File: config.mk
export PLATFORM = sky130hd
export DESIGN_NAME = acse_useq
export DESIGN_NICKNAME = d
export VERILOG_FILES = /design/src/hdl/acse_pkg.sv /design/src/hdl/acse_useq.sv
export SDC_FILE = /design/constraint.sdc
export NUM_CORES = 1
export LEC_CHECK = 0
export ABC_AREA = 1
export BUFFER_PORTS_ARGS = -buffer_cell sky130_fd_sc_hd__buf_2
export CAP_MARGIN = 40
export CORE_AREA = 2 2 43 45
export CTS_CLUSTER_SIZE = 20
export DETAILED_ROUTE_END_ITERATION = 8
export DIE_AREA = 0 0 45 47
export HOLD_SLACK_MARGIN = 0.08
export PLACE_DENSITY = 0.75
export SYNTH_ARGS = -nofsm -noshare
export SYNTH_HDL_FRONTEND = slang
export SYNTH_SLANG_ARGS = --single-unit
File: constraint.sdc
create_clock -name clk -period 4.5 [get_ports clk]
set_clock_uncertainty 0.15 [all_clocks]
set_input_delay 0.9 -clock clk [delete_from_list [all_inputs] [get_ports clk]]
set_output_delay 0.9 -clock clk [all_outputs]
set_load 0.02 [all_outputs]
File: src/hdl/acse_pkg.sv
package acse_pkg;

  localparam int unsigned STEP_W = 4;

  localparam int unsigned MUL_A_W = 34;
  localparam int unsigned MUL_B_W = 31;
  localparam int unsigned PROD_W  = 64;

  localparam logic [16:0] ONE_Q16    = 17'd65536;
  localparam logic [16:0] VALPHA_RST = 17'd6554;
  localparam logic [16:0] CALPHA_RST = 17'd22938;
  localparam logic [2:0]  RANGE_RST  = 3'd1;
  localparam logic [23:0] GAIN_RST   = 24'd2890295;

  localparam logic [2:0] RANGE_MAX = 3'd5;
  localparam logic [2:0] TAP_LAST  = 3'd5;

  localparam logic [27:0] BATTERY_FACTOR = 28'd168346764;
  localparam logic [27:0] SHUNT_FACTOR   = 28'd168660247;
  localparam logic [27:0] BUCK_FACTOR    = 28'd169449882;

  // volts = round(mag * factor * k / (125 * 2^18)), k = full scale / 256 mV
  localparam logic [49:0] SCALE_HALF  = 50'd16384000;
  localparam int unsigned SCALE_SHIFT = 18;
  localparam logic [29:0] RECIP_125   = 30'd549755814;
  localparam int unsigned RECIP_SHIFT = 36;

  localparam logic signed [63:0] HALF_Q16 = 64'sd32768;
  localparam logic signed [63:0] S32_MAX  = 64'sd2147483647;
  localparam logic signed [63:0] S32_MIN  = -64'sd2147483648;

  typedef enum logic [1:0] {
    CFG_VOLTAGE_ALPHA,
    CFG_CURRENT_ALPHA,
    CFG_RANGE_SELECT,
    CFG_CURRENT_GAIN
  } cfg_idx_t;

  typedef enum logic [1:0] {
    KIND_TAP,
    KIND_BATTERY,
    KIND_SHUNT,
    KIND_BUCK
  } kind_t;

  typedef enum logic [3:0] {
    OP_NOP,
    OP_LOAD,
    OP_MUL_MAG,
    OP_SCALE_K,
    OP_MUL_RECIP,
    OP_SIGN,
    OP_EMA_DIFF,
    OP_EMA_SUM,
    OP_CUR_MUL,
    OP_CUR_RND
  } op_t;

  typedef enum logic [1:0] {
    JC_NEXT,
    JC_ALWAYS,
    JC_BAD_CH,
    JC_NO_CUR
  } jcond_t;

  typedef struct packed {
    op_t               op;
    logic              wait_in;
    logic              wait_out;
    jcond_t            jc;
    logic [STEP_W-1:0] target;
  } uword_t;

  typedef struct packed {
    op_t  op;
    logic take_in;
  } ctl_t;

  typedef struct packed {
    logic bad_ch;
    logic cur_pend;
    logic out_free;
  } stat_t;

  function automatic logic [27:0] tap_factor(input logic [2:0] idx);
    logic [27:0] f;
    case (idx)
      3'd0:    f = 28'd24001543;
      3'd1:    f = 28'd47056158;
      3'd2:    f = 28'd72148305;
      3'd3:    f = 28'd95555540;
      3'd4:    f = 28'd130794367;
      default: f = 28'd154350387;
    endcase
    return f;
  endfunction

  function automatic logic signed [31:0] sat32(input logic signed [63:0] v);
    logic signed [31:0] r;
    if (v > S32_MAX) begin
      r = 32'sh7FFFFFFF;
    end else if (v < S32_MIN) begin
      r = 32'sh80000000;
    end else begin
      r = v[31:0];
    end
    return r;
  endfunction

endpackage

File: src/hdl/acse_useq.sv
module acse_useq
  import acse_pkg::*;
(
  input  logic  clk,
  input  logic  rst_n,
  input  logic  in_valid,
  input  stat_t stat,
  output ctl_t  ctl
);

  localparam logic [STEP_W-1:0] ST_IDLE      = 4'd0;
  localparam logic [STEP_W-1:0] ST_MUL_MAG   = 4'd1;
  localparam logic [STEP_W-1:0] ST_SCALE_K   = 4'd2;
  localparam logic [STEP_W-1:0] ST_MUL_RECIP = 4'd3;
  localparam logic [STEP_W-1:0] ST_SIGN      = 4'd4;
  localparam logic [STEP_W-1:0] ST_EMA_DIFF  = 4'd5;
  localparam logic [STEP_W-1:0] ST_EMA_SUM   = 4'd6;
  localparam logic [STEP_W-1:0] ST_CUR_MUL   = 4'd7;
  localparam logic [STEP_W-1:0] ST_CUR_RND   = 4'd8;

  function automatic uword_t ucode(input logic [STEP_W-1:0] step);
    uword_t w;
    unique case (step)
      ST_IDLE:      w = '{OP_LOAD,      1'b1, 1'b0, JC_BAD_CH, ST_IDLE};
      ST_MUL_MAG:   w = '{OP_MUL_MAG,   1'b0, 1'b0, JC_NEXT,   ST_IDLE};
      ST_SCALE_K:   w = '{OP_SCALE_K,   1'b0, 1'b0, JC_NEXT,   ST_IDLE};
      ST_MUL_RECIP: w = '{OP_MUL_RECIP, 1'b0, 1'b0, JC_NEXT,   ST_IDLE};
      ST_SIGN:      w = '{OP_SIGN,      1'b0, 1'b0, JC_NEXT,   ST_IDLE};
      ST_EMA_DIFF:  w = '{OP_EMA_DIFF,  1'b0, 1'b0, JC_NEXT,   ST_IDLE};
      ST_EMA_SUM:   w = '{OP_EMA_SUM,   1'b0, 1'b1, JC_NO_CUR, ST_IDLE};
      ST_CUR_MUL:   w = '{OP_CUR_MUL,   1'b0, 1'b0, JC_NEXT,   ST_IDLE};
      ST_CUR_RND:   w = '{OP_CUR_RND,   1'b0, 1'b0, JC_ALWAYS, ST_EMA_DIFF};
      default:      w = '{OP_NOP,       1'b0, 1'b0, JC_ALWAYS, ST_IDLE};
    endcase
    return w;
  endfunction

  logic [STEP_W-1:0] step_r, step_nxt;
  uword_t            uw;
  logic              hold;
  logic              jump;

  always_comb begin
    uw   = ucode(step_r);
    hold = (uw.wait_in && !in_valid) || (uw.wait_out && !stat.out_free);
    unique case (uw.jc)
      JC_NEXT:   jump = 1'b0;
      JC_ALWAYS: jump = 1'b1;
      JC_BAD_CH: jump = stat.bad_ch;
      JC_NO_CUR: jump = !stat.cur_pend;
      default:   jump = 1'b1;
    endcase
    if (hold) begin
      step_nxt = step_r;
    end else if (jump) begin
      step_nxt = uw.target;
    end else begin
      step_nxt = step_r + 1'b1;
    end
    ctl.op      = hold ? OP_NOP : uw.op;
    ctl.take_in = uw.wait_in;
  end

  always_ff @(posedge clk) begin
    if (!rst_n) begin
      step_r <= ST_IDLE;
    end else begin
      step_r <= step_nxt;
    end
  end

endmodule

Yosys cells after proc, flatten, opt, wreduce, memory -nomap -nowiden --
Memories as Yosys holds them, arrays and structs flattened. A register that Yosys moved wholly into a read port is not among the register bits. Cells that the tools add are included.
Word-level totals: memories 1, input bits 6, ROM bits 160, output and inout bits 5, register bits 4, word-level logic and storage cells 18
Cells by class: mux-type cells 5, reduce and logical (&&, ||, !) cells 7, eq/ne operators 3, add/subtract/negate cells 1
Memory list:
- (name not given) | depth 16, width 10, rd ports 1, clocked after memory_dff 1, write ports 0, line acse_useq.sv:23 | unique case (step)
Operators with widths (count):
- $mux W4 | 4
- $add A4 B1 Y4 const B | 1
- $eq A2 B2 Y1 const B | 2
- $pmux W1 S4 | 1
- $logic_not A1 Y1 | 3
- $eq A2 B1 Y1 const B | 1
- $logic_and A1 B1 Y1 | 2
- $logic_not A2 Y1 | 1
- $logic_or A1 B1 Y1 | 1

Depth between registers and ports, before layout --
Gate-level depths: netlist of run 1.
depth in word-level cells 5, gate-level depth with buffers 11, mapped depth without buffers 11

Worst setup path after synthesis of run 1 --
No wires, ideal clock.
path type input port to output port, start input in_valid, end output ctl[1] (netlist bit), slack 1.994 ns, stages on the path 5, arrival time 1.456 ns, path buffers 1, cell sequence inv_1 -> nand2_2 -> nand2_2 -> buf_6 -> nor2_1
RTL lines:
- start: declaration | line acse_useq.sv:6 | input logic in_valid,
- end: declaration | line acse_useq.sv:8 | output ctl_t ctl

==> out/metrics.yaml, run 1 <==
wl_um: 1210
whs_endpoint: "step_r[3]$_SDFFE_PN0N_"
grt_start_max_net_pins: 12
row_count: 15
grt_remaining_overflow: 0
slowest_delay_ns: 0.19
seq_area_frac_synth: 0.369
num_vias: 609
area_growth_pct: 11.2
slew_viol_final: 0
hpwl_um: 960
synth_nets: 107
ys_types: 20
max_clock_freq_mhz: 390
p_int_w: 0.000270
diodes: 0
comb_power_share: 0.486
drc: 0
tightest_slew_ns: 0.227
rrSetupSlack_ns: 2.75
end_kind: "output pin"
p_sw_w: 0.000212
cts_resized: 0
ir_drop_uv: 254
worstSetupStartpointType: "input port"
period_share: 0.570
cp.buffers_inverters: 3
timing.rr.start: "uw[7]$_SDFF_PP0_"
cts.sinks: 13
slowest_stage: "nand2_2"
grt_pass1_wl_um: 1990
netlist_area_um2: 706
rsz0062_at_grt: "false"
initial_core_util: 0.427
grtUsageTotal: 0.136
via_per_inst: 4.80
yosysWarnings: 0
gp_congestion: 0.771
grt_pass1_vias: 512
core-area_um2: 1650
crit_arrival_ns: 1.52
most-common-layout-cells: "nand2_1, inv_1, dfxtp_1"
power_density_nw_per_um2: 615
antenna_left: 0
hold_viol_final: 0
drive_above_1_share: 0.245
fin_crit_ns: 2.57
floorplan.io_pins: 11
critPathMaxFanout: 11
hold_buffers: 0
crit_family: "buffers and inverters"
htreeDepth: 1
timing.rr.end: "uw[9]$_SDFF_PP0_"
setup_viol: 0
hp-class: "reg -> reg"
dieArea_um2: 2120
tns_ns: 0
drt_iter0_markers: 15
crit_path_cell_trace: "buf_2 -> inv_1 -> nand2_2 -> nand2_2 -> nor2_1 -> buf_2"
syn_area_per_cell_um2: 7.20
netlist_instances: 98
synth_top_area_frac: 0.369
p_seq_frac: 0.367
cts_buffers: 3
portBuffers: 10
hp-start: "step_r[3]$_SDFFE_PN0N_"
synth_top_area_cell: "dfxtp_1"
synthTopCellsByArea: "dfxtp_1, nand2_1, inv_1, nand3_1, nand3_2"
min_path_cells: 3
fin_nets: 120
root_buffer: "clkbuf_4"
reg2regPathDepth: 9
clk_pin_slew_ns: 0.07
antenna_found_initial: 0
cts_tree: "yes"
p_leak_nw: 0.436
critical_path_class: "in -> out"
swShare: 0.440
worstPathRequired_ns: 3.45
layout_commonest_cell: "nand2_1"
clock_latency_ns: 0.28
synth-seq-cells: 13
wl_per_cell_um: 9.54
dieHeight_um: 47
p_clk_frac: 0.147
postCtsSetupRepairBufs: 0
dieWidth_um: 45
first_pass_iters: 4
drv_cap: 0
status: "finished, final reports clean"
cts_buffer_depth: 2
hold_slack_ns: 0.452
relSlewSlack: 0.848
path_depth: 6
[cell families after synthesis]
group           synth area share
simple gates               0.408
xor+xnor                  0.0124
buf+inv                    0.128
fa+ha+maj                 0.0532
flops                      0.369
compound gates            0.0301
[cell usage after synthesis]
| cell | instances |
|---|---|
| nand3_1 | 8 |
| nor2_4 | 1 |
| nor2_2 | 2 |
| nand4_1 | 2 |
| buf_4 | 1 |
| dfxtp_1 | 13 |
| nand2_2 | 5 |
| inv_1 | 18 |
| xnor2_1 | 1 |
| nor2_1 | 10 |
| inv_2 | 1 |
| ha_1 | 3 |
| or2_0 | 1 |
| or2_1 | 1 |
| nand3b_1 | 1 |
| o21ai_1 | 2 |
| o21bai_2 | 1 |
| nand2_1 | 22 |
| buf_6 | 1 |
| nand3_2 | 4 |
[worst max-delay path by stage]
stage                     startpoint     end
after global placement      in_valid  ctl[2]
after global routing        in_valid  ctl[3]
final                       in_valid  ctl[1]
after detailed placement    in_valid  ctl[4]
after CTS                   in_valid  ctl[1]
after floorplan             in_valid  ctl[1]
[layout make-up]
cell class	instances	area, um2
fill	176	867
multi-input combinational	64	355
sequential	13	260
inverter	19	71.3
timing repair buffer	10	50.0
clock buffer	4	26.3
tap	17	21.3
[power groups by stage]
stage | Sequential (W) | Clock, W | Combinational, W
floorplan | 0.000173 | 0 | 0.000198
global placement | 0.000177 | 0 | 0.000229
detailed placement | 0.000179 | 0 | 0.000234
CTS | 0.000176 | 0.0000744 | 0.000236
global route | 0.000180 | 0.0000795 | 0.000265
finish | 0.000177 | 0.0000709 | 0.000234
[metrics by stage]
step	area, um2	util	setup WS [ns]	cells	total power [W]
final	785	0.475	1.93	127	0.000482
after global placement	758	0.459	1.95	123	0.000407
after floorplan	706	-	1.99	98	0.000371
after CTS	785	0.475	1.93	127	0.000487
after detailed placement	758	0.459	1.93	123	0.000413
after global routing	785	0.475	1.81	127	0.000525
[routing by layer]
layer | GRT usage | vias up | part of all wire
met5 | 0 | - | 0
met4 | 0.124 | 0 | 0.038
met3 | 0.0346 | 5 | 0.021
met2 | 0.223 | 11 | 0.49
met1 | 0.144 | 272 | 0.45
li1 | - | 321 | -
[worst reg2reg max path, cell delays in order, from the launching register on]
cell and delay [ns]:
dfxtp_1 0.34, nand2_2 0.07, nand2_2 0.19, inv_1 0.12
or2_0 0.23, nand3_2 0.13, inv_1 0.07, ha_1 0.27
inv_1 0.05, nor2_1 0.03
[sequential cells by signal, indices dropped and copies added, names as in the netlist]
register / cells
uw: 9
step_r: 4
(Power assumes the default switching activity.)
==> run 2, diff against run 1 <==
--- a/config.mk
+++ b/config.mk
@@ -13,7 +13,7 @@
 export DETAILED_ROUTE_END_ITERATION = 8
 export DIE_AREA = 0 0 45 47
 export HOLD_SLACK_MARGIN = 0.08
-export PLACE_DENSITY = 0.75
+export PLACE_DENSITY = 0.78
 export SYNTH_ARGS = -nofsm -noshare
 export SYNTH_HDL_FRONTEND = slang
 export SYNTH_SLANG_ARGS = --single-unit
==> constraint.sdc (replaced) <==
create_clock -name clk -period 2.3 [get_ports clk]
set_clock_uncertainty 0.15 [all_clocks]
set_input_delay 0.46 -clock clk [delete_from_list [all_inputs] [get_ports clk]]
set_output_delay 0.46 -clock clk [all_outputs]
set_load 0.02 [all_outputs]
==> run 2 against run 1 <==
Net effect: final cell count grew 0.79%; non-clock buffer count is 1 higher; hold slack lost 0.10 ns; setup slack worse by 1.4 ns.
==> out/metrics.yaml, run 2 (synthesis results as in run 1) <==
hp-start: "rst_n"
tightest_slew_ns: 0.210
slowest_delay_ns: 0.32
cp.buffers_inverters: 2
cts_resized: 0
postCtsSetupRepairBufs: 0
hpwl_um: 1030
worstPathRequired_ns: 1.69
drv_cap: 0
via_per_inst: 4.63
cts_buffer_depth: 2
relSlewSlack: 0.859
critical_path_class: "reg -> out"
hp-class: "in -> reg"
hold_viol_final: 0
grt_pass1_wl_um: 1970
power_density_nw_per_um2: 1190
crit_arrival_ns: 1.18
clock_latency_ns: 0.27
cts_buffers: 3
fillers: 170
htreeDepth: 1
max_clock_freq_mhz: 559
portBuffers: 10
worstSetupStartpointType: "flip-flop"
root_buffer: "clkbuf_4"
hold_buffers: 0
dieArea_um2: 2120
crit_path_cell_trace: "nand2_2 -> nand2_2 -> buf_4 -> nor2_1 -> buf_2"
num_vias: 592
rsz0062_at_grt: "false"
crit_family: "buffers and inverters"
core-area_um2: 1650
layout_setup_ws_ns: 0.512
cts.sinks: 13
drive_above_1_share: 0.252
most-common-layout-cells: "nand2_1, inv_1, dfxtp_1"
min_path_cells: 3
setup_viol: 0
grt_pass1_vias: 520
whs_endpoint: "step_r[1]$_SDFFE_PN0N_"
dieHeight_um: 47
clk_pin_slew_ns: 0.08
gp_congestion: 0.785
largest_reg_flops: 9
pre_cts_slack_ns: 0.454
tns_ns: 0
ir_drop_uv: 531
timing.rr.end: "uw[9]$_SDFF_PP0_"
floorplan.io_pins: 11
fin_nets: 121
wl_per_cell_um: 9.53
end_kind: "output pin"
grtUsageTotal: 0.135
worst_path_most_repeated_cell: "nand2_2"
cts_tree: "yes"
layout_commonest_cell: "nand2_1"
grt_start_max_net_pins: 11
antenna_found_initial: 0
area_growth_pct: 12.2
slew_viol_final: 0
timing.rr.start: "step_r[0]$_SDFFE_PN0N_"
dieWidth_um: 45
p_leak_nw: 0.441
drc: 0
first_pass_iters: 5
slowest_stage: "dfxtp_1"
status: "finished, final reports clean"
reg2regPathDepth: 7
path_depth: 5
rrSetupSlack_ns: 0.66
drt_iter0_markers: 5
diodes: 0
row_count: 15
period_share: 0.778
initial_core_util: 0.427
grt_remaining_overflow: 0
wl_um: 1220
fin_crit_ns: 1.79
antenna_left: 0
critPathMaxFanout: 10
==> run 2: changes by cell type in the layout (fill, tap and decap cells not counted), sizes merged <==
cell / delta
buf: +1
==> run 2: layout make-up <==
class	instances	area, um2	share of cell area
Tap cell	17	21.3	0.0269
Clock buffer	4	26.3	0.0332
Multi-Input combinational cell	64	355	0.449
Timing Repair Buffer	11	57.6	0.0727
Sequential cell	13	260	0.329
Inverter	19	71.3	0.0900
==> run 2: where the power goes <==
part	total (W)	internal, W	switching, W
Sequential	0.000346	0.000299	0.0000467
Combinational	0.000460	0.000169	0.000291
Clock	0.000136	0.0000672	0.0000687
==> run 2: tightest hold or removal path, cell delays in order <==
cell     delay, ns
buf_2         0.14
nand3_2       0.09
nor2_1        0.04
==> run 2: worst max path at each step <==
stage                startpoint  slack, ns          endpoint
2_1_floorplan          in_valid       0.63  uw[9]$_SDFF_PP0_
3_3_place_gp           in_valid       0.48  uw[9]$_SDFF_PP0_
3_5_place_dp           in_valid       0.45  uw[9]$_SDFF_PP0_
4_1_cts        uw[7]$_SDFF_PP0_       0.49            ctl[4]
5_1_grt        uw[7]$_SDFF_PP0_       0.43            ctl[4]
6_report       uw[7]$_SDFF_PP0_       0.51            ctl[4]
==> run 2: per-layer routing <==
layer	GRT usage	wire (um)	up-vias
met3	0.0346	16	4
met4	0.106	37	0
met5	0	0	-
met1	0.151	547	257
met2	0.220	619	5
li1	-	-	326
==> run 2: per-stage QoR <==
stage | hold slack (ns) | std cells | area [um2] | util | power [W]
after floorplan | 0.392 | 98 | 706 | - | 0.000726
after global placement | 0.411 | 124 | 766 | 0.464 | 0.000798
after detailed placement | 0.422 | 124 | 766 | 0.464 | 0.000819
after CTS | 0.342 | 128 | 792 | 0.480 | 0.000956
after global routing | 0.355 | 128 | 792 | 0.480 | 0.00104
final | 0.347 | 128 | 792 | 0.480 | 0.000941
==> run 3, diff against run 2 <==
==> constraint.sdc (replaced) <==
create_clock -name clk -period 1.6 [get_ports clk]
set_clock_uncertainty 0.15 [all_clocks]
set_input_delay 0.32 -clock clk [delete_from_list [all_inputs] [get_ports clk]]
set_output_delay 0.32 -clock clk [all_outputs]
set_load 0.02 [all_outputs]
==> run 3 against run 2 <==
Net effect: non-clock buffer count is 13 higher; the flow now finishes with violations (negative setup slack); die area stayed put; clock power is 54% higher; core utilization is 16 points higher; sequential power is 49% higher; critical path depth is 1 higher; largest cell class unchanged; sequential share of layout area is 7.4 points lower; wire length is 34% higher; setup slack worse by 0.57 ns; total power is 96% higher; design area is 33% higher; combinational power is 140% higher; critical path type unchanged.
==> out/metrics.yaml, run 3 (synthesis results as in run 1) <==
cts.sinks: 13
slowest_stage: "dfxtp_2"
fillers: 129
hpwl_um: 1020
floorplan.io_pins: 11
hp-class: "in -> reg"
most-common-layout-cells: "nand2_1, inv_1, buf_6"
fin_area_um2: 1050
fin_nets: 134
dieWidth_um: 45
via_per_inst: 4.74
largest_reg_flops: 9
timing.rr.start: "uw[7]$_SDFF_PP0_"
p_leak_nw: 0.518
final_util: 0.636
hp-start: "rst_n"
row_count: 15
diodes: 0
antenna_found_initial: 0
cp-startpoint: "uw[7]$_SDFF_PP0_"
cts_buffers: 3
regArea_um2: 268
gp_congestion: 0.804
cts_tree: "yes"
hold_viol_final: 0
violations: "negative setup slack"
dieHeight_um: 47
dp_cells: 130
worst_path_most_repeated_cell: "buf_6"
multi_input_area_um2: 457
power_density_nw_per_um2: 1760
worstPathRequired_ns: 1.13
grt_start_max_net_pins: 8
critPathMaxFanout: 4
tightest_slew_ns: 0.196
wl_per_cell_um: 11.6
max_clock_freq_mhz: 603
layout_setup_ws_ns: -0.0593
crit_path_cell_trace: "nand2_2 -> nand2_4 -> buf_6 -> buf_8 -> nor2_4 -> buf_6"
crit_arrival_ns: 1.19
drive_above_1_share: 0.500
drt_iter0_markers: 24
end_kind: "output pin"
grt_pass1_vias: 649
layout_commonest_cell: "nand2_1"
slew_viol_final: 0
tns_ns: -0.252
placed_area_um2: 811
drv_cap: 0
fin_cells: 141
slowest_delay_ns: 0.33
wl_um: 1640
core-area_um2: 1650
grtUsageTotal: 0.167
critical_path_class: "reg -> out"
cts_buffer_depth: 2
worstSetupStartpointType: "flip-flop"
rsz0062_at_grt: "true"
num_vias: 668
first_pass_iters: 4
setup_viol: 6
initial_core_util: 0.427
status: "finished, violations left"
drc: 0
antenna_left: 0
area_growth_pct: 48.8
ir_drop_uv: 913
grt_remaining_overflow: 0
grt_pass1_wl_um: 2490
dieArea_um2: 2120
htreeDepth: 1
portBuffers: 10
period_share: 1.04
fin_crit_ns: 1.66
clock_latency_ns: 0.28
clk_pin_slew_ns: 0.08
relSlewSlack: 0.869
root_buffer: "clkbuf_4"
[run 3: changes by cell type in the layout (fill, tap and decap cells not counted), moves of 3 or more]
cell / delta
buf_4: +7
dfxtp_2: +6
nor2_4: +6
inv_1: -4
buf_6: +9
inv_2: +4
dfxtp_1: -6
ha_1: -3
buf_2: -4
nor2_1: -5
[run 3: final cells by class]
type	count	share of cell area
Tap cell	17	0.0203
Timing Repair Buffer	24	0.197
Clock buffer	4	0.0250
Sequential cell	13	0.255
Multi-Input combinational cell	64	0.435
Inverter	19	0.0679
[run 3: what timing repair did]
| action | in CTS | in global routing |
|---|---|---|
| gates resized for setup | 16 | 31 |
| setup endpoints to repair | 5 | 12 |
| setup buffers | 2 | 6 |
| pin swaps | 4 | 12 |
| hold buffers | 0 | 0 |
| gates cloned | 0 | 0 |
[run 3: critical path: cells and delay by family (launching register included)]
kind                   cells  cell delay [ns]
AND/OR/NAND/NOR            3             0.22
buffers and inverters      3             0.37
flip-flops                 1             0.33
[run 3: path summary, 6_finish.rpt]
kind                                  to  slack (ns)  depth (start not counted)
setup / recovery                  ctl[1]       -0.06                          6
hold / removal    step_r[1]$_SDFFE_PN0N_        0.22                          3
setup reg to reg        uw[9]$_SDFF_PP0_       -0.03                         10
hold reg to reg   step_r[1]$_SDFFE_PN0N_        0.47                          4
[run 3: routing by layer]
layer	global-route usage	up-vias	part of all wire
li1	-	353	-
met1	0.187	302	0.44
met2	0.291	8	0.52
met3	0.0346	5	0.016
met4	0.100	0	0.021
met5	0	-	0
[run 3: per-stage QoR]
| step | power [W] | setup slack (ns) | hold WS [ns] |
|---|---|---|---|
| floorplan | 0.00104 | 0.0730 | 0.316 |
| global placement | 0.00123 | -0.0123 | 0.413 |
| detailed placement | 0.00125 | -0.0398 | 0.419 |
| CTS | 0.00158 | -0.0534 | 0.227 |
| global route | 0.00199 | -0.116 | 0.231 |
| finish | 0.00185 | -0.0593 | 0.220 |
[run 3: where the power goes]
part / switching (W) / internal, W / leakage, nW
logic: 0.000594 / 0.000528 / 0.394
registers: 0.0000732 / 0.000443 / 0.109
clock network: 0.000112 / 0.0000968 / 0.0150
