<file path="config.mk">
export PLATFORM = sky130hd
export DESIGN_NAME = acse_datapath
export DESIGN_NICKNAME = d
export VERILOG_FILES = /design/src/hdl/acse_pkg.sv /design/src/hdl/acse_datapath.sv
export SDC_FILE = /design/constraint.sdc
export NUM_CORES = 2
export LEC_CHECK = 0
export BUFFER_PORTS_ARGS = -buffer_cell sky130_fd_sc_hd__buf_2
export CAP_MARGIN = 15
export CORE_ASPECT_RATIO = 0.7
export CORE_UTILIZATION = 40
export CTS_BUF_LIST = sky130_fd_sc_hd__clkbuf_8 sky130_fd_sc_hd__clkbuf_16
export DETAILED_ROUTE_END_ITERATION = 6
export PLACE_DENSITY = 0.63
export SKIP_CTS_REPAIR_TIMING = 1
export SLEW_MARGIN = 10
export SYNTH_ARGS = -nofsm -noshare
export SYNTH_HDL_FRONTEND = slang
export SYNTH_SLANG_ARGS = --single-unit
export TNS_END_PERCENT = 50
</file>
<file path="constraint.sdc">
create_clock -name clk -period 18.1 [get_ports clk]
set_input_delay 1.81 -clock clk [delete_from_list [all_inputs] [get_ports clk]]
set_output_delay 1.81 -clock clk [all_outputs]
set_load 0.01 [all_outputs]
</file>
<file path="src/hdl/acse_pkg.sv">
package acse_pkg;

  localparam int unsigned STEP_W = 4;

  localparam int unsigned MUL_A_W = 34;
  localparam int unsigned MUL_B_W = 31;
  localparam int unsigned PROD_W  = 64;

  localparam logic [16:0] ONE_Q16    = 17'd65536;
  localparam logic [16:0] VALPHA_RST = 17'd6554;
  localparam logic [16:0] CALPHA_RST = 17'd22938;
  localparam logic [2:0]  RANGE_RST  = 3'd1;
  localparam logic [23:0] GAIN_RST   = 24'd2890295;

  localparam logic [2:0] RANGE_MAX = 3'd5;
  localparam logic [2:0] TAP_LAST  = 3'd5;

  localparam logic [27:0] BATTERY_FACTOR = 28'd168346764;
  localparam logic [27:0] SHUNT_FACTOR   = 28'd168660247;
  localparam logic [27:0] BUCK_FACTOR    = 28'd169449882;

  // volts = round(mag * factor * k / (125 * 2^18)), k = full scale / 256 mV
  localparam logic [49:0] SCALE_HALF  = 50'd16384000;
  localparam int unsigned SCALE_SHIFT = 18;
  localparam logic [29:0] RECIP_125   = 30'd549755814;
  localparam int unsigned RECIP_SHIFT = 36;

  localparam logic signed [63:0] HALF_Q16 = 64'sd32768;
  localparam logic signed [63:0] S32_MAX  = 64'sd2147483647;
  localparam logic signed [63:0] S32_MIN  = -64'sd2147483648;

  typedef enum logic [1:0] {
    CFG_VOLTAGE_ALPHA,
    CFG_CURRENT_ALPHA,
    CFG_RANGE_SELECT,
    CFG_CURRENT_GAIN
  } cfg_idx_t;

  typedef enum logic [1:0] {
    KIND_TAP,
    KIND_BATTERY,
    KIND_SHUNT,
    KIND_BUCK
  } kind_t;

  typedef enum logic [3:0] {
    OP_NOP,
    OP_LOAD,
    OP_MUL_MAG,
    OP_SCALE_K,
    OP_MUL_RECIP,
    OP_SIGN,
    OP_EMA_DIFF,
    OP_EMA_SUM,
    OP_CUR_MUL,
    OP_CUR_RND
  } op_t;

  typedef enum logic [1:0] {
    JC_NEXT,
    JC_ALWAYS,
    JC_BAD_CH,
    JC_NO_CUR
  } jcond_t;

  typedef struct packed {
    op_t               op;
    logic              wait_in;
    logic              wait_out;
    jcond_t            jc;
    logic [STEP_W-1:0] target;
  } uword_t;

  typedef struct packed {
    op_t  op;
    logic take_in;
  } ctl_t;

  typedef struct packed {
    logic bad_ch;
    logic cur_pend;
    logic out_free;
  } stat_t;

  function automatic logic [27:0] tap_factor(input logic [2:0] idx);
    logic [27:0] f;
    case (idx)
      3'd0:    f = 28'd24001543;
      3'd1:    f = 28'd47056158;
      3'd2:    f = 28'd72148305;
      3'd3:    f = 28'd95555540;
      3'd4:    f = 28'd130794367;
      default: f = 28'd154350387;
    endcase
    return f;
  endfunction

  function automatic logic signed [31:0] sat32(input logic signed [63:0] v);
    logic signed [31:0] r;
    if (v > S32_MAX) begin
      r = 32'sh7FFFFFFF;
    end else if (v < S32_MIN) begin
      r = 32'sh80000000;
    end else begin
      r = v[31:0];
    end
    return r;
  endfunction

endpackage

</file>
<file path="src/hdl/acse_datapath.sv">
module acse_datapath
  import acse_pkg::*;
#(
  parameter int CELL_COUNT = 6
) (
  input  logic               clk,
  input  logic               rst_n,
  input  ctl_t               ctl,
  input  logic [3:0]         in_channel,
  input  logic signed [15:0] in_raw_code,
  input  logic               cfg_we,
  input  logic [1:0]         cfg_index,
  input  logic [23:0]        cfg_wdata,
  input  logic               out_stall,
  output stat_t              stat,
  output logic               out_valid,
  output logic [3:0]         out_quantity,
  output logic signed [31:0] out_value,
  output logic signed [15:0] out_raw_echo,
  output logic               out_last
);

  localparam int QN = CELL_COUNT + 4;
  localparam int QW = $clog2(QN);
  localparam logic [4:0]    C_BAT   = 5'(CELL_COUNT);
  localparam logic [4:0]    C_SHUNT = 5'(CELL_COUNT + 1);
  localparam logic [4:0]    C_BUCK  = 5'(CELL_COUNT + 2);
  localparam logic [QW-1:0] Q_CUR   = QW'(CELL_COUNT + 3);

  logic [16:0] valpha_r, calpha_r;
  logic [2:0]  range_r;
  logic [23:0] gain_r;

  logic signed [15:0] raw_r;
  kind_t              kind_r;
  logic               tap0_r;
  logic [27:0]        factor_r;
  logic [QW-1:0]      q_idx_r;
  logic               cur_phase_r;
  logic signed [63:0] mul_r;
  logic [29:0]        t_r;
  logic signed [31:0] sample_r;
  logic signed [31:0] prev_r;
  logic signed [31:0] bat_r;
  logic signed [31:0] rd_r;
  logic signed [31:0] store [QN];
  logic [QN-1:0]      seen_r;

  logic               out_valid_r;
  logic [3:0]         out_quantity_r;
  logic signed [31:0] out_value_r;
  logic signed [15:0] out_raw_r;
  logic               out_last_r;

  logic [4:0]                 ch5;
  kind_t                      kind_in;
  logic [2:0]                 tap_idx;
  logic [27:0]                factor_in;
  logic signed [16:0]         raw_x;
  logic signed [16:0]         mag;
  logic signed [MUL_A_W-1:0]  mul_a;
  logic signed [MUL_B_W-1:0]  mul_b;
  logic signed [64:0]         prod_full;
  logic [2:0]                 rsel;
  logic [49:0]                m_k, m_in, n_scaled;
  logic [23:0]                q_mag;
  logic signed [31:0]         q_val, volts;
  logic signed [31:0]         tap_diff, sample_in;
  logic signed [32:0]         delta, diff33, diff_pos;
  logic [16:0]                alpha_sel, alpha_eff;
  logic signed [63:0]         ema_sum;
  logic signed [31:0]         ema_res, result;
  logic signed [31:0]         cur_val;
  logic                       out_fire;
  logic                       mul_en;

  always_comb begin
    ch5     = {1'b0, in_channel};
    tap_idx = (in_channel > 4'(TAP_LAST)) ? TAP_LAST : in_channel[2:0];
    if (ch5 < C_BAT) begin
      kind_in   = KIND_TAP;
      factor_in = tap_factor(tap_idx);
    end else if (ch5 == C_BAT) begin
      kind_in   = KIND_BATTERY;
      factor_in = BATTERY_FACTOR;
    end else if (ch5 == C_SHUNT) begin
      kind_in   = KIND_SHUNT;
      factor_in = SHUNT_FACTOR;
    end else begin
      kind_in   = KIND_BUCK;
      factor_in = BUCK_FACTOR;
    end
  end

  always_comb begin
    raw_x     = 17'(raw_r);
    mag       = raw_r[15] ? -raw_x : raw_x;
    alpha_sel = cur_phase_r ? calpha_r : valpha_r;
    alpha_eff = (alpha_sel > ONE_Q16) ? ONE_Q16 : alpha_sel;
    delta     = 33'(sample_r) - 33'(rd_r);
    diff33    = 33'(sample_r) - 33'(bat_r);
    diff_pos  = (diff33 > 33'sd0) ? diff33 : 33'sd0;

    unique case (ctl.op)
      OP_MUL_MAG: begin
        mul_a = MUL_A_W'(mag);
        mul_b = $signed({3'b0, factor_r});
      end
      OP_MUL_RECIP: begin
        mul_a = $signed({4'b0, t_r});
        mul_b = $signed({1'b0, RECIP_125});
      end
      OP_EMA_DIFF: begin
        mul_a = MUL_A_W'(delta);
        mul_b = $signed({14'b0, alpha_eff});
      end
      OP_CUR_MUL: begin
        mul_a = MUL_A_W'(diff_pos);
        mul_b = $signed({7'b0, gain_r});
      end
      default: begin
        mul_a = '0;
        mul_b = '0;
      end
    endcase
    prod_full = 65'(mul_a) * 65'(mul_b);
    mul_en    = (ctl.op == OP_MUL_MAG) || (ctl.op == OP_MUL_RECIP) ||
                (ctl.op == OP_EMA_DIFF) || (ctl.op == OP_CUR_MUL);
  end

  always_comb begin
    rsel = (range_r > RANGE_MAX) ? RANGE_MAX : range_r;
    m_in = mul_r[49:0];
    case (rsel)
      3'd0:    m_k = (m_in << 4) + (m_in << 3);
      3'd1:    m_k = m_in << 4;
      3'd2:    m_k = m_in << 3;
      3'd3:    m_k = m_in << 2;
      3'd4:    m_k = m_in << 1;
      default: m_k = m_in;
    endcase
    n_scaled = m_k + SCALE_HALF;

    q_mag    = mul_r[RECIP_SHIFT+23:RECIP_SHIFT];
    q_val    = $signed({8'b0, q_mag});
    volts    = raw_r[15] ? -q_val : q_val;
    tap_diff = sat32(64'(volts) - 64'(prev_r));
    if (kind_r == KIND_TAP && !tap0_r) begin
      sample_in = tap_diff;
    end else begin
      sample_in = volts;
    end

    ema_sum = mul_r + (64'(rd_r) <<< 16) + HALF_Q16;
    ema_res = sat32(ema_sum >>> 16);
    result  = seen_r[q_idx_r] ? ema_res : sample_r;
    cur_val = sat32((mul_r + HALF_Q16) >>> 16);
  end

  assign out_fire = out_valid_r && !out_stall;

  always_ff @(posedge clk) begin
    if (!rst_n) begin
      valpha_r    <= VALPHA_RST;
      calpha_r    <= CALPHA_RST;
      range_r     <= RANGE_RST;
      gain_r      <= GAIN_RST;
      prev_r      <= '0;
      bat_r       <= '0;
      seen_r      <= '0;
      cur_phase_r <= 1'b0;
      out_valid_r <= 1'b0;
    end else begin
      if (cfg_we) begin
        unique case (cfg_idx_t'(cfg_index))
          CFG_VOLTAGE_ALPHA: valpha_r <= cfg_wdata[16:0];
          CFG_CURRENT_ALPHA: calpha_r <= cfg_wdata[16:0];
          CFG_RANGE_SELECT:  range_r  <= cfg_wdata[2:0];
          CFG_CURRENT_GAIN:  gain_r   <= cfg_wdata;
          default:           gain_r   <= gain_r;
        endcase
      end
      if (ctl.op == OP_EMA_SUM) begin
        out_valid_r <= 1'b1;
      end else if (out_fire) begin
        out_valid_r <= 1'b0;
      end
      case (ctl.op)
        OP_LOAD: begin
          cur_phase_r <= 1'b0;
        end
        OP_SIGN: begin
          if (kind_r == KIND_TAP) begin
            prev_r <= volts;
          end
          if (kind_r == KIND_BATTERY) begin
            bat_r <= volts;
          end
        end
        OP_EMA_SUM: begin
          seen_r[q_idx_r] <= 1'b1;
        end
        OP_CUR_MUL: begin
          cur_phase_r <= 1'b1;
        end
        default: begin
        end
      endcase
    end
  end

  always_ff @(posedge clk) begin
    if (mul_en) begin
      mul_r <= prod_full[PROD_W-1:0];
    end
    case (ctl.op)
      OP_LOAD: begin
        raw_r    <= in_raw_code;
        kind_r   <= kind_in;
        tap0_r   <= (in_channel == 4'd0);
        factor_r <= factor_in;
        q_idx_r  <= QW'(in_channel);
      end
      OP_SCALE_K: begin
        t_r <= n_scaled[SCALE_SHIFT+29:SCALE_SHIFT];
      end
      OP_SIGN: begin
        sample_r <= sample_in;
        rd_r     <= store[q_idx_r];
      end
      OP_EMA_SUM: begin
        store[q_idx_r] <= result;
        out_quantity_r <= 4'(q_idx_r);
        out_value_r    <= result;
        out_raw_r      <= cur_phase_r ? 16'sd0 : raw_r;
        out_last_r     <= !(kind_r == KIND_SHUNT && !cur_phase_r);
      end
      OP_CUR_MUL: begin
        q_idx_r <= Q_CUR;
      end
      OP_CUR_RND: begin
        sample_r <= cur_val;
        rd_r     <= store[q_idx_r];
      end
      default: begin
      end
    endcase
  end

  always_comb begin
    stat.bad_ch   = ch5 > C_BUCK;
    stat.cur_pend = (kind_r == KIND_SHUNT) && !cur_phase_r;
    stat.out_free = !out_valid_r || !out_stall;
  end

  assign out_valid    = out_valid_r;
  assign out_quantity = out_quantity_r;
  assign out_value    = out_value_r;
  assign out_raw_echo = out_raw_r;
  assign out_last     = out_last_r;

endmodule

</file>
# == Word-level counts from Yosys, hierarchy flattened ==
# Memories as Yosys holds them, arrays and structs flattened. A register that Yosys moved wholly into a read port is not among the register bits.
# Cells that the tools add are included.
# word_totals
ff_bits,367
ramBits,320
in_bits,55
output_inout_bits,57
wordCells,137
mem_count,1
# op_classes
addsub,10
mul,1
n_lt_le_gt_ge,14
eq_ne,24
n_mux,35
bitwise_logic,1
n_reduce_logical,29
# memory_table
memory,words,width,rd,rd_clocked_by_memory_dff,wr,line,source
store,10,32,1,1,1,acse_datapath.sv:46,logic signed [31:0] store [QN];
# ops
cell,n
32-bit two-way mux,9
48-bit one-hot mux with 5 select lines,1
28-bit one-hot mux with 5 select lines,1
34-bit one-hot mux with 4 select lines,1
64-bit by 17-bit adder with 64-bit output (second input constant),2
30-bit one-hot mux with 4 select lines,1
32-bit by 32-bit subtractor with 33-bit output,3
48-bit by 32-bit > comparator with 1-bit output (second input constant),2
48-bit by 32-bit < comparator with 1-bit output (second input constant),2
64-bit by 48-bit adder with 64-bit output,1
34-bit by 31-bit multiplier with 64-bit output,1
32-bit one-hot mux with 2 select lines,1
17-bit two-way mux,3
48-bit by 24-bit adder with 48-bit output (second input constant),1
48-bit adder,1
21-bit two-way mux,2
33-bit by 1-bit > comparator with 1-bit output (second input constant),1
33-bit by 32-bit > comparator with 1-bit output (second input constant),1
33-bit by 32-bit < comparator with 1-bit output (second input constant),1
33-bit two-way mux,1
24-bit negator with 32-bit output,1
28-bit two-way mux,1
4-bit by 3-bit equality test with 1-bit output (second input constant),6
17-bit > comparator (second input constant),1
other kinds (31),69

# == Logic depth before layout (Yosys ltp) ==
# depth
ltp_word,8
mapped_depth,47
depth_no_buf,44

# == Least setup slack after synthesis ==
# No wires, ideal clock.
# synth_path
path_kind,flip-flop to flip-flop
startpoint,reg sample_r[9]
endpoint,"reg mul_r[63], data pin"
setup_time_ps,260
arrival_time_ps,11145
required_time_ps,17840
setup_slack_ps,6695
path_stages_with_launch,43
path_buffers,4
synth_period_minus_slack_ps,11405
path_cell_list,edfxtp_1 > ha_1 > buf_2 > and2_0 > o21a_1 > and2_1 > inv_1 > a2111oi_2 > nor2_1 > a211oi_1 > xnor2_1 > or4b_1 > or4_1 > buf_6 > buf_6 > a31oi_4 > buf_4 > nor2_1 > (+7 left out) > fa_1 > fa_1 > inv_1 > fa_1 > inv_1 > ha_1 > a21o_1 > a21o_1 > a221oi_1 > o21ai_0 > a221oi_1 > o21ai_0 > a41o_1 > o41ai_1 > o21a_1 > o21ai_0 > a21oi_1 > xnor2_1
# synth_between
elab_chain_len,5
elab_cells_between_ends,6
classes_between,add/sub (2); mul (1); order compare (1); mux (2)
# synth_lines
element,line,source
"start, declared",acse_datapath.sv:42,logic signed [31:0] sample_r;
"start signal, assigned",acse_datapath.sv:228,sample_r <= sample_in;
"start signal, assigned",acse_datapath.sv:242,sample_r <= cur_val;
32-bit by 32-bit subtractor with 33-bit output,acse_datapath.sv:101,diff33 = 33'(sample_r) - 33'(bat_r);
33-bit by 1-bit > comparator with 1-bit output,acse_datapath.sv:102,diff_pos = (diff33 > 33'sd0) ? diff33 : 33'sd0;
33-bit two-way mux,acse_datapath.sv:102,
34-bit one-hot mux with 4 select lines *,acse_datapath.sv:104,unique case (ctl.op)
34-bit by 31-bit multiplier with 64-bit output *,acse_datapath.sv:126,prod_full = 65'(mul_a) * 65'(mul_b);
via prod_full[63],acse_datapath.sv:63,logic signed [64:0] prod_full;
"end signal, assigned",acse_datapath.sv:214,mul_r <= prod_full[PROD_W-1:0];
"end, declared",acse_datapath.sv:40,logic signed [63:0] mul_r;
# Mark *: on every way through the listed nets, which the timed path passes. The rest lies on a longest branch.
# A chain may end at the register's enable or synchronous reset.

# == Worst setup path in the final report ==
# layout_path
startpoint,reg sample_r[1]
endpoint,"reg mul_r[63], data pin"
# Same word-level chain as after synthesis.

==> reports/results.txt <==
Counting flops with a built-in enable in the synthesized netlist gives 580. Before antenna repair, the detailed router went through 7 iterations. The power share of the sequential group is 0.269. Of all nets on the critical path, the largest fanout is 16. The run gives 58340 as the number of global-route vias before repair.

By area, the combinational part of the netlist is dominated by adder cells. TritonCTS built the clock tree. The run gives 0.1529 as the headroom to the max-slew limit. The average routed wire per standard cell came out at 23.88 um.

The total number of yosys warnings is 0, and the count of H-tree levels built during CTS is 3. The detailed router finished its first iteration with 7008 violations. The tools report the worst slack at placement as 3.742 ns. In the layout the commonest cells are sky130_fd_sc_hd__inv_1, sky130_fd_sc_hd__fa_1, sky130_fd_sc_hd__nand2_1. Summing every instance area after synthesis gives 75910 sq um. The post-synthesis mux area share is 0.03047, and the combined flip-flop and latch cell area is 20160 sq um. Counting both buffers and inverters, the worst setup path holds a total of 5. VDD sags by at most 0.0001774 V. In this run the power density over the cells is 96.03 nW/um^2. For the total global routing overflow, the log shows 0. The compound-cell area share of the yosys netlist is 0.1287, and the clock insertion delay at the later pin of the skew report is 0.75 ns.

The worst path meets setup with 3.277 ns of slack. Xor/xnor cell area share of the yosys netlist: 0.03311. Cell-internal power: 4.587 mW.

The kind of critical path was flip-flop to flip-flop. The tools report the combinational cell fraction of total power as 0.518. The die footprint was 191600 sq um.

The library cell used most frequently in the layout, excluding fill and tap cells, is sky130_fd_sc_hd__inv_1. Post-route DRC violation count: 4. The flow ran to the end, but the final reports show violations. The tools report the number of library cell types mapped by synthesis as 94.

The master of the slowest instance on the critical path was sky130_fd_sc_hd__a31oi_2. The ratio of cells with drive above 1 in the final layout is 0.07386. The layout overhead on the synthesized area is 8.968%, and the final critical path time including I/O delays and setup is 14.82 ns. Summing over every cut layer, the via total after detailed routing is 59200. The arrival time at the worst endpoint is 15.31 ns, and the fraction of the mapped netlist area in adder cells is 0.3300. The post-synthesis sequential element count works out to 717. During placement, the flow inserted port buffers numbering 110. The number of core rows is 133, and the cell count after synthesis is 7807.

The die height was 366.5 um; the total routed wirelength was 248900 um. The fraction of the cycle the final worst path needs is 0.8189, and the placed wire-length estimate is 198600 um. The simple-gate area share of the yosys netlist came out at 0.1337. In this design, the largest share of critical-path delay is due to compound AO/OA/AOI/OAI gates. For the number of maximum-capacitance constraint violations, the log shows 0.

Setup repair after global routing left no endpoint under its margin. Clock tree synthesis found a total of 717 sinks. The path class of the tightest hold or removal check is flip-flop to flip-flop. The number of filler cells placed in the layout was 17890. The part of the power in the clock network is 0.214.

Clock tree synthesis selected as its root buffer the cell sky130_fd_sc_hd__clkbuf_16. The share of async-settable or async-resettable flops after synthesis came out at 0. The checks that failed: design-rule violations. In this run the deepest clock path goes through 3 buffers. The logs give 0 for the number of max-slew violations in the final report and 372600 um for the first-pass GRT wire length. The net switching share of the total power works out to 0.4225. The most frequent cell on the critical path was sky130_fd_sc_hd__fa_1. Once detail routing completed, the nets flagged for antenna violations numbered 0. For this design the static power due to leakage is 35.62 nW.

In this run the standard cell core region covers 188200 sq um. The transition time at the pin with the least slew margin is 1.271 ns. The largest single stage delay on the critical path is 1.14 ns.

In this run, CTS created clock tree buffers numbering 81. The multi-input combinational cells in the finished layout cover a total of 50530 sq um. The tools report the sequential area share after synthesis as 0.2656. For this design the total switching power over the nets is 3.356 mW.

The most used flip-flop cell after synthesis is sky130_fd_sc_hd__edfxtp_1. For the number of primary I/O pins, the log shows 112. The setup-violating endpoint count in the final report is 0.

The worst setup path is captured at a flip-flop. STA puts the critical path data required time at 18.58 ns. The tools report the type of origin of the critical path as a flip-flop. The net count of the finished layout is 9300. The number of antenna violations at the first check in global routing was 22. Starting density of the core: 0.4033.

In the routed layout, each cell is associated on average with a via count of 5.681. Static timing analysis puts the maximum clock frequency at 0.06746 GHz. Sum of negative setup slack: 0 ns. Across the routed clock network, the largest skew measured is 0.05391 ns. Clock-pin slew was measured on the worst setup and hold paths at 0.07 ns. The tools report the global-route total usage across every layer as 0.2606.

The die outline width is 522.7 um. A synthesized cell averages 9.724 sq um. The tools report the pin count of the biggest net entering global routing as 87. The number of failing hold endpoints at the final stage was 0; the final RePlAce weighted congestion was 0.9924.
layer usage:
layer  track usage  up-vias  share of wire
met1        0.3844    29850           0.44
met2        0.3637     2880           0.41
met3       0.07893      375           0.12
met5             0        -        0.00018
met4       0.07698        8          0.030
li1              -    26090              -
power by group through the flow:
stage          Sequential [mW]  Combinational, mW  Clock, mW
6_report                  2.13               4.11       1.70
5_1_grt                   2.14               4.55       1.79
4_1_cts                   2.13               4.06       1.73
3_5_place_dp              2.16               4.03          0
3_3_place_gp              2.16               3.97          0
2_1_floorplan             2.11               3.00          0
kinds of logic (layout without fill, tap and decap cells):
logic type,Yosys count,after routing
AO/OA/AOI/OAI,1437,1437
XOR/XNOR,287,287
adder cells (fa/ha/maj),1395,1395
buffers and inverters,1562,1588
flip-flops,717,717
multiplexers,145,145
other,2,93
AND/OR/NAND/NOR,2262,2262
cell type report:
cell class                 count  area share
inverter                    1170     0.05311
clock buffer                  82     0.02467
sequential                   717      0.2438
tap                         2497     0.03777
antenna                        4   0.0001210
clock inverter                70    0.008274
timing repair buffer         266     0.02143
multi-input combinational   5615      0.6109
metrics by stage:
stage | cell area, sq um | power [mW] | std cells | util | hold slack, ns
2_1_floorplan | 76240 | 5.114 | 7894 | - | 0.4244
3_3_place_gp | 79890 | 6.136 | 10260 | 0.4245 | 0.4420
3_5_place_dp | 79890 | 6.198 | 10260 | 0.4245 | 0.4528
4_1_cts | 82610 | 7.917 | 10410 | 0.4389 | 0.4668
5_1_grt | 82720 | 8.475 | 10420 | 0.4395 | 0.4817
6_report | 82720 | 7.943 | 10420 | 0.4395 | 0.4642
registers in the layout, summed over array words and instances, names as in the netlist:
name          flops
bat_r            32
calpha_r         17
cur_phase_r       1
factor_r         26
gain_r           24
kind_r            2
mul_r            64
out_last          1
out_quantity      4
out_raw_echo     16
out_valid         1
out_value        32
prev_r           32
q_idx_r           4
range_r           3
raw_r            16
rd_r             32
sample_r         32
seen_r           10
store           320
t_r              30
tap0_r            1
valpha_r         17
worst paths after layout:
kind | end | startpoint | cells past startpoint | slack (ns)
hold / removal | seen_r[1] | seen_r[1] | 1 | 0.46
setup / recovery | mul_r[63] | sample_r[1] | 39 | 3.28
setup reg to reg | mul_r[63] | sample_r[1] | 39 | 3.28
hold reg to reg | seen_r[1] | seen_r[1] | 1 | 0.46
cell usage after synthesis, types with 20 or more instances:
cell                       number  share of area
sky130_fd_sc_hd__inv_1       1170          0.058
sky130_fd_sc_hd__fa_1        1012           0.27
sky130_fd_sc_hd__nand2_1      882          0.044
sky130_fd_sc_hd__nor2_1       675          0.033
sky130_fd_sc_hd__edfxtp_1     580           0.23
sky130_fd_sc_hd__ha_1         382          0.063
sky130_fd_sc_hd__a21oi_1      354          0.023
sky130_fd_sc_hd__clkbuf_1     322          0.016
sky130_fd_sc_hd__o21ai_0      236          0.016
sky130_fd_sc_hd__xnor2_1      194          0.022
sky130_fd_sc_hd__a21o_1       146          0.014
sky130_fd_sc_hd__dfxtp_1      137          0.036
sky130_fd_sc_hd__nand3_1      124         0.0082
sky130_fd_sc_hd__nor2b_1       99         0.0082
sky130_fd_sc_hd__nor3_1        93         0.0061
sky130_fd_sc_hd__xor2_1        93          0.011
sky130_fd_sc_hd__a211oi_1      81         0.0080
sky130_fd_sc_hd__mux2i_1       68         0.0090
sky130_fd_sc_hd__mux4_2        68          0.020
sky130_fd_sc_hd__nand4_1       65         0.0054
sky130_fd_sc_hd__and2_1        63         0.0052
sky130_fd_sc_hd__a21boi_0      60         0.0059
sky130_fd_sc_hd__o21a_1        59         0.0058
sky130_fd_sc_hd__nand2b_1      52         0.0043
sky130_fd_sc_hd__o211a_1       49         0.0065
sky130_fd_sc_hd__a31oi_1       48         0.0040
sky130_fd_sc_hd__o22ai_1       44         0.0036
sky130_fd_sc_hd__o31ai_1       42         0.0042
sky130_fd_sc_hd__and3_1        41         0.0034
sky130_fd_sc_hd__o211ai_1      39         0.0039
sky130_fd_sc_hd__or3_1         34         0.0028
sky130_fd_sc_hd__buf_1         33         0.0016
sky130_fd_sc_hd__o21bai_1      33         0.0033
sky130_fd_sc_hd__buf_2         30         0.0020
sky130_fd_sc_hd__a221oi_1      26         0.0030
sky130_fd_sc_hd__or2_2         26         0.0021
sky130_fd_sc_hd__a221o_1       21         0.0028
sky130_fd_sc_hd__nor4_1        21         0.0017
sky130_fd_sc_hd__o31a_1        21         0.0024
sky130_fd_sc_hd__a211o_1       20         0.0023
Note: power is estimated with default switching activity, not from simulation.
